### src/sv/qrmpw_pkg.sv
// Package with the shared constants, codes and control structs of the placement walker.
`timescale 1ns / 1ps
`default_nettype none
package qrmpw_pkg;

  localparam int unsigned MAX_WIDTH = 177;
  localparam int unsigned MIN_WIDTH = 21;
  localparam int unsigned MAP_DEPTH = MAX_WIDTH * MAX_WIDTH;
  localparam int unsigned MAP_AW    = $clog2(MAP_DEPTH);

  localparam int unsigned TIMING_COL         = 6;
  localparam int unsigned TOP_RESUME_ROW     = 9;
  localparam int unsigned BOTTOM_RESUME_BACK = 8;

  localparam logic [1:0] CMD_WRITE   = 2'd0;
  localparam logic [1:0] CMD_RESTART = 2'd1;
  localparam logic [1:0] CMD_STEP    = 2'd2;

  localparam logic [1:0] PH_START = 2'd0;
  localparam logic [1:0] PH_LEFT  = 2'd1;
  localparam logic [1:0] PH_RIGHT = 2'd2;
  localparam logic [1:0] PH_DONE  = 2'd3;

  typedef struct packed {
    logic clear_en;
    logic wr_load;
    logic wr_commit;
    logic restart;
    logic move_step;
    logic read_en;
    logic emit_zero;
    logic emit_corner;
    logic emit_pos;
  } cmd_t;

  typedef struct packed {
    logic clear_last;
    logic out_free;
    logic not_started;
    logic exhausted;
    logic move_out;
    logic map_free;
  } sts_t;

endpackage
`default_nettype wire

### src/sv/qrmpw_ctrl.sv
// Controller state machine that sequences map clearing, flag writes and walk steps.
`timescale 1ns / 1ps
`default_nettype none
module qrmpw_ctrl (
  input  wire logic          clk_i,
  input  wire logic          rst_ni,
  input  wire logic          req_valid_i,
  input  wire logic [1:0]    req_command_i,
  output logic               req_ready_o,
  input  wire qrmpw_pkg::sts_t sts_i,
  output qrmpw_pkg::cmd_t    cmd_o
);

  localparam logic [2:0] ST_CLEAR = 3'd0;
  localparam logic [2:0] ST_IDLE  = 3'd1;
  localparam logic [2:0] ST_WRITE = 3'd2;
  localparam logic [2:0] ST_MOVE  = 3'd3;
  localparam logic [2:0] ST_READ  = 3'd4;
  localparam logic [2:0] ST_CHECK = 3'd5;

  logic [2:0] state_q;
  logic [2:0] state_d;
  logic       accept;

  assign req_ready_o = (state_q == ST_IDLE) && sts_i.out_free;
  assign accept      = req_valid_i && req_ready_o;

  always_comb begin
    state_d = state_q;
    cmd_o   = '0;
    unique case (state_q)
      ST_CLEAR: begin
        cmd_o.clear_en = 1'b1;
        if (sts_i.clear_last) begin
          state_d = ST_IDLE;
        end
      end
      ST_IDLE: begin
        if (accept) begin
          unique case (req_command_i)
            qrmpw_pkg::CMD_WRITE: begin
              cmd_o.wr_load = 1'b1;
              state_d       = ST_WRITE;
            end
            qrmpw_pkg::CMD_RESTART: begin
              cmd_o.restart = 1'b1;
            end
            qrmpw_pkg::CMD_STEP: begin
              if (sts_i.exhausted) begin
                cmd_o.emit_zero = 1'b1;
              end else if (sts_i.not_started) begin
                cmd_o.emit_corner = 1'b1;
              end else begin
                state_d = ST_MOVE;
              end
            end
            default: begin
            end
          endcase
        end
      end
      ST_WRITE: begin
        cmd_o.wr_commit = 1'b1;
        state_d         = ST_IDLE;
      end
      ST_MOVE: begin
        cmd_o.move_step = 1'b1;
        if (sts_i.move_out) begin
          cmd_o.emit_zero = 1'b1;
          state_d         = ST_IDLE;
        end else begin
          state_d = ST_READ;
        end
      end
      ST_READ: begin
        cmd_o.read_en = 1'b1;
        state_d       = ST_CHECK;
      end
      ST_CHECK: begin
        if (sts_i.map_free) begin
          cmd_o.emit_pos = 1'b1;
          state_d        = ST_IDLE;
        end else begin
          state_d = ST_MOVE;
        end
      end
      default: begin
        state_d = ST_IDLE;
      end
    endcase
  end

  always_ff @(posedge clk_i or negedge rst_ni) begin
    if (!rst_ni) begin
      state_q <= ST_CLEAR;
    end else begin
      state_q <= state_d;
    end
  end

endmodule
`default_nettype wire

### config.mk
export PLATFORM = sky130hd
export DESIGN_NAME = qrmpw_ctrl
export DESIGN_NICKNAME = d
export VERILOG_FILES = /design/src/sv/qrmpw_pkg.sv /design/src/sv/qrmpw_ctrl.sv
export SDC_FILE = /design/constraint.sdc
export NUM_CORES = 1
export LEC_CHECK = 0
export BUFFER_PORTS_ARGS = -buffer_cell sky130_fd_sc_hd__buf_2
export CORE_AREA = 5 5 42 44
export DETAILED_ROUTE_END_ITERATION = 8
export DIE_AREA = 0 0 47 49
export RECOVER_POWER = 25
export SLEW_MARGIN = 15
export SYNTH_ARGS = -nofsm -noshare
export SYNTH_HDL_FRONTEND = slang
export SYNTH_SLANG_ARGS = --single-unit
export TNS_END_PERCENT = 10
### constraint.sdc
create_clock -name clk_i -period 1.23 [get_ports clk_i]
set_input_delay 0.123 -clock clk_i [delete_from_list [all_inputs] [get_ports clk_i]]
set_output_delay 0.123 -clock clk_i [all_outputs]
set_load 0.02 [all_outputs]
==> impl_results.md, run 1 <==
* Failing checks: setup timing
* RR Startpoint: state_q[1]$_DFFE_PN0P_
* # diodes at 0
* CP Capture Type: output port
* Final setup margin at -0.382 ns
* CTS clk-pin slew, worst paths at 0.04 ns
* Power Dens Cells at 857 mW/mm^2
* Fmax at 0.620 GHz
* Skew final at 0.00278 ns
* Mapped Avg Cell Area at 8.42 sq um
* Mapped Area at 253 sq um
* Initial antenna violation count at 0
* FF-to-FF setup slack at -0.04 ns
* Status: finished, violations left
* Relative slew slack at 89.3%
* Synth unique cells at 20
* Drt total wl at 877 um
* Via density at 4.53
* Starting Density at 18.0%
* Top flop regs: state_q (3)
* Port Buffers at 20
* R2R cell count at 5
* Seq. cell area at 75.1 sq um
* Post-Syn Nets at 41
* Kind of critical path: flip-flop to output port
* Worst VDD drop at 0.372 mV
* Final hold vios at 0
* Sink Count at 3
* Die Width at 47 um
* Number of global-route vias before repair at 345
* CTS Buf Count at 3
* Core Region at 0.00140 sq mm
* Lkg Pwr at 0.268 nW
* TritonRoute pass-1 iters at 2
* Final #Nets at 72
* Total gr overflow at 0
* Period utilisation layout at 131%
* Die H at 49 um
* Drc violations at 0
* Final Setup Violations at 11
* Pin count of the biggest net entering global routing at 9
* Fin crit period at 1.61 ns
* Setup crit start: state_q[1]$_DFFE_PN0P_
* Reg2reg end: state_q[0]$_DFFE_PN0P_
* Warnings, synthesis at 0
* IO Pins at 21
* Synth-to-layout area growth at 123%
* Dpl ws at -0.141 ns
* Commonest non-fill, non-tap cells in the layout: buf_2, buf_4, buf_6
* FILL cells at 150
* CP max FO at 3
* Detailed router's first-iteration violation count at 2
* Fraction of registers with async set/reset at 100%
* WL/cell at 11.5 um
* H-tree depth at 1
* Total power at 0.000484 W
* RSZ-0062 raised after global routing: true
* Clock buffer depth at 2
* Seq/Total Area, Yosys at 29.7%
* Root Buffer: clkbuf_4
* Post-synth EDFFs at 0
* Max Transition Viols Final at 0
* CTS tree: yes
* Worst setup path end: cmd_o[1]
* CP required at 1.11 ns
* Die area at 0.00230 sq mm
* Reg with most FFs: state_q
* Mapped Cells at 30
* First-pass GRT wire length at 1230 um
* Hold Crit Class: input pin to flip-flop
* Crit start category: flip-flop
* Worst Tran Pin Value at 0.159 ns
* Max-cap violations at 0
* # rows at 14
* Max FFs per register at 3
* GRT Overall Usage at 7.62%
* Layout cells sized above 1 at 71.7%
* Clock Latency Late Sink at 0.24 ns
* Via count at 344
* Synthesized flop and latch total at 3
* Footprint of the multi-input gates at 230 sq um
* Post-route ant nets at 0
* Top_reg_cell synth: dfrtp_1
* Data arrival, critical path at 1.49 ns
* GP Congestion at 0.670
* Hpwl dp at 636 um
-- metrics by stage --
step / hold WS (ns) / instances / area (sq um) / utilization, % / TNS [ns]
after floorplan: -0.173 / 30 / 265 / - / -0.656
after global placement: -0.0769 / 70 / 412 / 29.4 / -0.411
after detailed placement: -0.0792 / 70 / 412 / 29.4 / -0.441
after CTS: 0.0724 / 75 / 494 / 35.3 / -1.66
after global routing: 0.0849 / 76 / 564 / 40.3 / -2.41
final: 0.0714 / 76 / 564 / 40.3 / -1.96
-- logic make-up (layout without fill, tap and decap cells) --
| family | count (synthesis) | count (layout) | synth area share (%) |
|---|---|---|---|
| buffers and inverters | 2 | 32 | 3.46 |
| AO/OA/AOI/OAI | 5 | 5 | 14.9 |
| flip-flops | 3 | 3 | 29.7 |
| AND/OR/NAND/NOR | 20 | 20 | 52.0 |
-- cell type report --
type | instances | share of cell area (%)
multi-input combinational | 25 | 40.8
timing repair buffer | 27 | 37.0
sequential | 3 | 13.3
clock buffer | 4 | 4.66
tap | 16 | 3.55
inverter | 1 | 0.665
-- power by group --
group | switching (W) | total [W] | leakage (nW) | internal, W
sequential | 0.00000425 | 0.000111 | 0.0371 | 0.000106
combinational | 0.0000968 | 0.000199 | 0.216 | 0.000102
clock | 0.0000525 | 0.000174 | 0.0150 | 0.000122
total | 0.000154 | 0.000484 | 0.268 | 0.000330
-- synthesized netlist by cell type (all sizes together) (2+ instances only) --
| library cell | count | area, sq um |
|---|---|---|
| dfrtp | 3 | 75.1 |
| nand2 | 2 | 7.51 |
| nor2 | 4 | 22.5 |
| nor3 | 3 | 15.0 |
| nor3b | 3 | 22.5 |
| o21ai | 2 | 10.0 |
-- critical path: stages, from the launching register on --
cell	delay, ns
dfrtp_1	0.37
or3b_4	0.43
nor2_4	0.11
and4b_2	0.23
buf_6	0.11
-- repair_timing --
action,CTS,global route
pin swaps,2,3
resized for setup,15,18
setup buffers,0,1
setup endpoints to repair,10,10
endpoints found under the hold margin,3,0
hold buffers,1,0
-- routing by layer --
metal | GRT usage [%] | part of all wire [%]
met5 | 0 | 0
met4 | 6.91 | 3.2
met2 | 12.7 | 52
met3 | 1.48 | 7.0
met1 | 7.30 | 38
-- how the worst min path moves through the flow --
stage | depth (start not counted) | slack, ns | endpoint | startpoint
2_1_floorplan | 0 | -0.17 | state_q[0]$_DFFE_PN0P_ | rst_ni
3_3_place_gp | 1 | -0.08 | state_q[1]$_DFFE_PN0P_ | rst_ni
3_5_place_dp | 1 | -0.08 | state_q[2]$_DFFE_PN0P_ | rst_ni
4_1_cts | 2 | 0.07 | state_q[1]$_DFFE_PN0P_ | sts_i[0]
5_1_grt | 2 | 0.08 | state_q[1]$_DFFE_PN0P_ | sts_i[0]
6_report | 2 | 0.07 | state_q[1]$_DFFE_PN0P_ | sts_i[0]
Note: power is estimated with default switching activity, not from simulation.
==> inputs of run 2 (changes only) <==
--- a/config.mk
+++ b/config.mk
@@ -9,7 +9,9 @@
 export CORE_AREA = 5 5 42 44
 export DETAILED_ROUTE_END_ITERATION = 8
 export DIE_AREA = 0 0 47 49
+export PLACE_DENSITY = 0.55
 export RECOVER_POWER = 25
+export SKIP_LAST_GASP = 1
 export SLEW_MARGIN = 15
 export SYNTH_ARGS = -nofsm -noshare
 export SYNTH_HDL_FRONTEND = slang
==> impl_results.md, run 2 (synthesized netlist as in run 1, its figures left out) <==
* RR Startpoint: state_q[0]$_DFFE_PN0P_
* Drc violations at 0
* # rows at 14
* Final hold vios at 0
* Via density at 4.29
* FILL cells at 164
* Final #Nets at 71
* Clock Latency Late Sink at 0.23 ns
* Non-Filler Instances at 75
* Int Power at 0.000300 W
* CP top delay family: simple AND/OR/NAND/NOR gates
* Die area at 0.00230 sq mm
* Hold Crit Class: input pin to flip-flop
* Power Dens Cells at 939 mW/mm^2
* Slowest cell on the critical path: or3b_4
* Kind of critical path: flip-flop to output port
* CTS tree: yes
* Cell Area, Placed at 412 sq um
* # placed instances at 70
* # diodes at 0
* GRT Overall Usage at 7.19%
* H-tree depth at 1
* Layout cells sized above 1 at 55.9%
* Total gr overflow at 0
* Relative slew slack at 82.8%
* Status: finished, violations left
* Clock power share at 39.2%
* Clock buffer depth at 2
* Comb power frac at 35.3%
* CP max FO at 3
* Fmax at 0.629 GHz
* Lkg Pwr at 0.239 nW
* Top flop regs: state_q (3)
* CP Buf/Inv Count at 2
* Port Buffers at 20
* Synth-to-layout area growth at 81.2%
* Worst Tran Pin Value at 0.257 ns
* RSZ-0062 raised after global routing: true
* Post-route ant nets at 0
* Data arrival, critical path at 1.47 ns
* Failing checks: setup timing
* FF-to-FF setup slack at -0.06 ns
* Hold depth at 2
* Crit path cell chain: or3b_4 > buf_4 > nor3_4 > buf_4
* Initial antenna violation count at 0
* Max-cap violations at 0
* Skew final at 0.000516 ns
* Fin crit period at 1.59 ns
* Max FFs per register at 3
* Hold path startpoint: sts_i[0]
* R2R cell count at 4
* Most used cell, CP: buf_4
* Core Region at 0.00140 sq mm
* Crit path largest cell delay at 0.41 ns
* GP Congestion at 0.657
* WHS at 0.0825 ns
* Worst VDD drop at 0.222 mV
* First-pass GRT wire length at 1210 um
* Final Cell Area at 458 sq um
* Final Setup Violations at 10
* CTS clk-pin slew, worst paths at 0.03 ns
* Sink Count at 3
* WHS Endpoint: state_q[1]$_DFFE_PN0P_
* Reg2reg end: state_q[0]$_DFFE_PN0P_
* Detailed router's first-iteration violation count at 2
* Die Width at 47 um
* WL/cell at 10.3 um
* CTS Buf Count at 3
* Total power at 0.000430 W
* CP Capture Type: output port
* Drt total wl at 775 um
* Via count at 322
* Max Transition Viols Final at 0
* CP required at 1.11 ns
* TritonRoute pass-1 iters at 4
* Root Buffer: clkbuf_4
* Period utilisation layout at 129%
* Switch share at 30.3%
* Layout Utilization at 32.7%
* Commonest non-fill, non-tap cell in the layout: buf_2
* Number of global-route vias before repair at 303
* Crit start category: flip-flop
* Sequential power share at 25.6%
* Die H at 49 um
* P_sw at 0.000130 W
* Hpwl dp at 692 um
* IO Pins at 21
* Pin count of the biggest net entering global routing at 9
* Reg with most FFs: state_q
* Final setup margin at -0.360 ns
* Starting Density at 18.0%
* Commonest non-fill, non-tap cells in the layout: buf_2, buf_4
## run 2: cell count changes in the layout (fill, tap and decap cells not counted), moves of 2 or more
cell,before,now
nor3_2,2,0
buf_2,9,17
nor2_1,0,3
nor2_4,3,1
nor3b_1,1,3
buf_4,9,7
nor3b_2,2,0
buf_6,6,0
## run 2: stage by stage
step,setup slack (ns),TNS (ns)
floorplan,-0.174,-0.656
global placement,-0.128,-0.499
detailed placement,-0.137,-0.533
CTS,-0.369,-2.14
global route,-0.440,-2.99
finish,-0.360,-2.01
## run 2: worst max-delay path by stage
stage / end / cells past startpoint / from
after global placement: cmd_o[1] / 4 / state_q[2]$_DFFE_PN0P_
final: cmd_o[7] / 4 / state_q[2]$_DFFE_PN0P_
after floorplan: cmd_o[1] / 4 / state_q[2]$_DFFE_PN0P_
after global routing: cmd_o[1] / 4 / state_q[2]$_DFFE_PN0P_
after CTS: cmd_o[7] / 4 / state_q[2]$_DFFE_PN0P_
after detailed placement: cmd_o[7] / 4 / state_q[2]$_DFFE_PN0P_
## run 2: cell type report
cell class | instances | area, sq um | area share, %
clock buffer | 4 | 26.3 | 5.74
tap | 16 | 20.0 | 4.37
inverter | 1 | 3.75 | 0.820
timing repair buffer | 26 | 151 | 33.1
multi-input combinational | 25 | 181 | 39.6
sequential | 3 | 75.1 | 16.4
## run 2: worst register-to-register path, cell delays in order (launching register included)
cell	delay, ns
dfrtp_1	0.37
buf_4	0.15
or3_2	0.47
o21ai_0	0.09
o21bai_1	0.09
## run 2: what timing repair did
item	in CTS	in global routing
gates resized for setup	2	1
setup buffers	0	0
hold endpoints to repair	3	0
hold buffers	1	0
setup endpoints to repair	11	11
## run 2: metal layers
layer	up-vias	share of wire (%)	global-route usage, %
met5	-	0	0
met4	0	1.3	5.53
met3	2	12	1.85
met2	14	51	10.6
met1	137	36	8.39
li1	169	-	-
## run 2: power by group through the flow
| stage | clock, W | combinational, W | sequential [W] |
|---|---|---|---|
| 2_1_floorplan | 0 | 0.0000780 | 0.000115 |
| 3_3_place_gp | 0 | 0.000145 | 0.000111 |
| 3_5_place_dp | 0 | 0.000147 | 0.000111 |
| 4_1_cts | 0.000174 | 0.000150 | 0.000110 |
| 5_1_grt | 0.000189 | 0.000166 | 0.000111 |
| 6_report | 0.000168 | 0.000152 | 0.000110 |
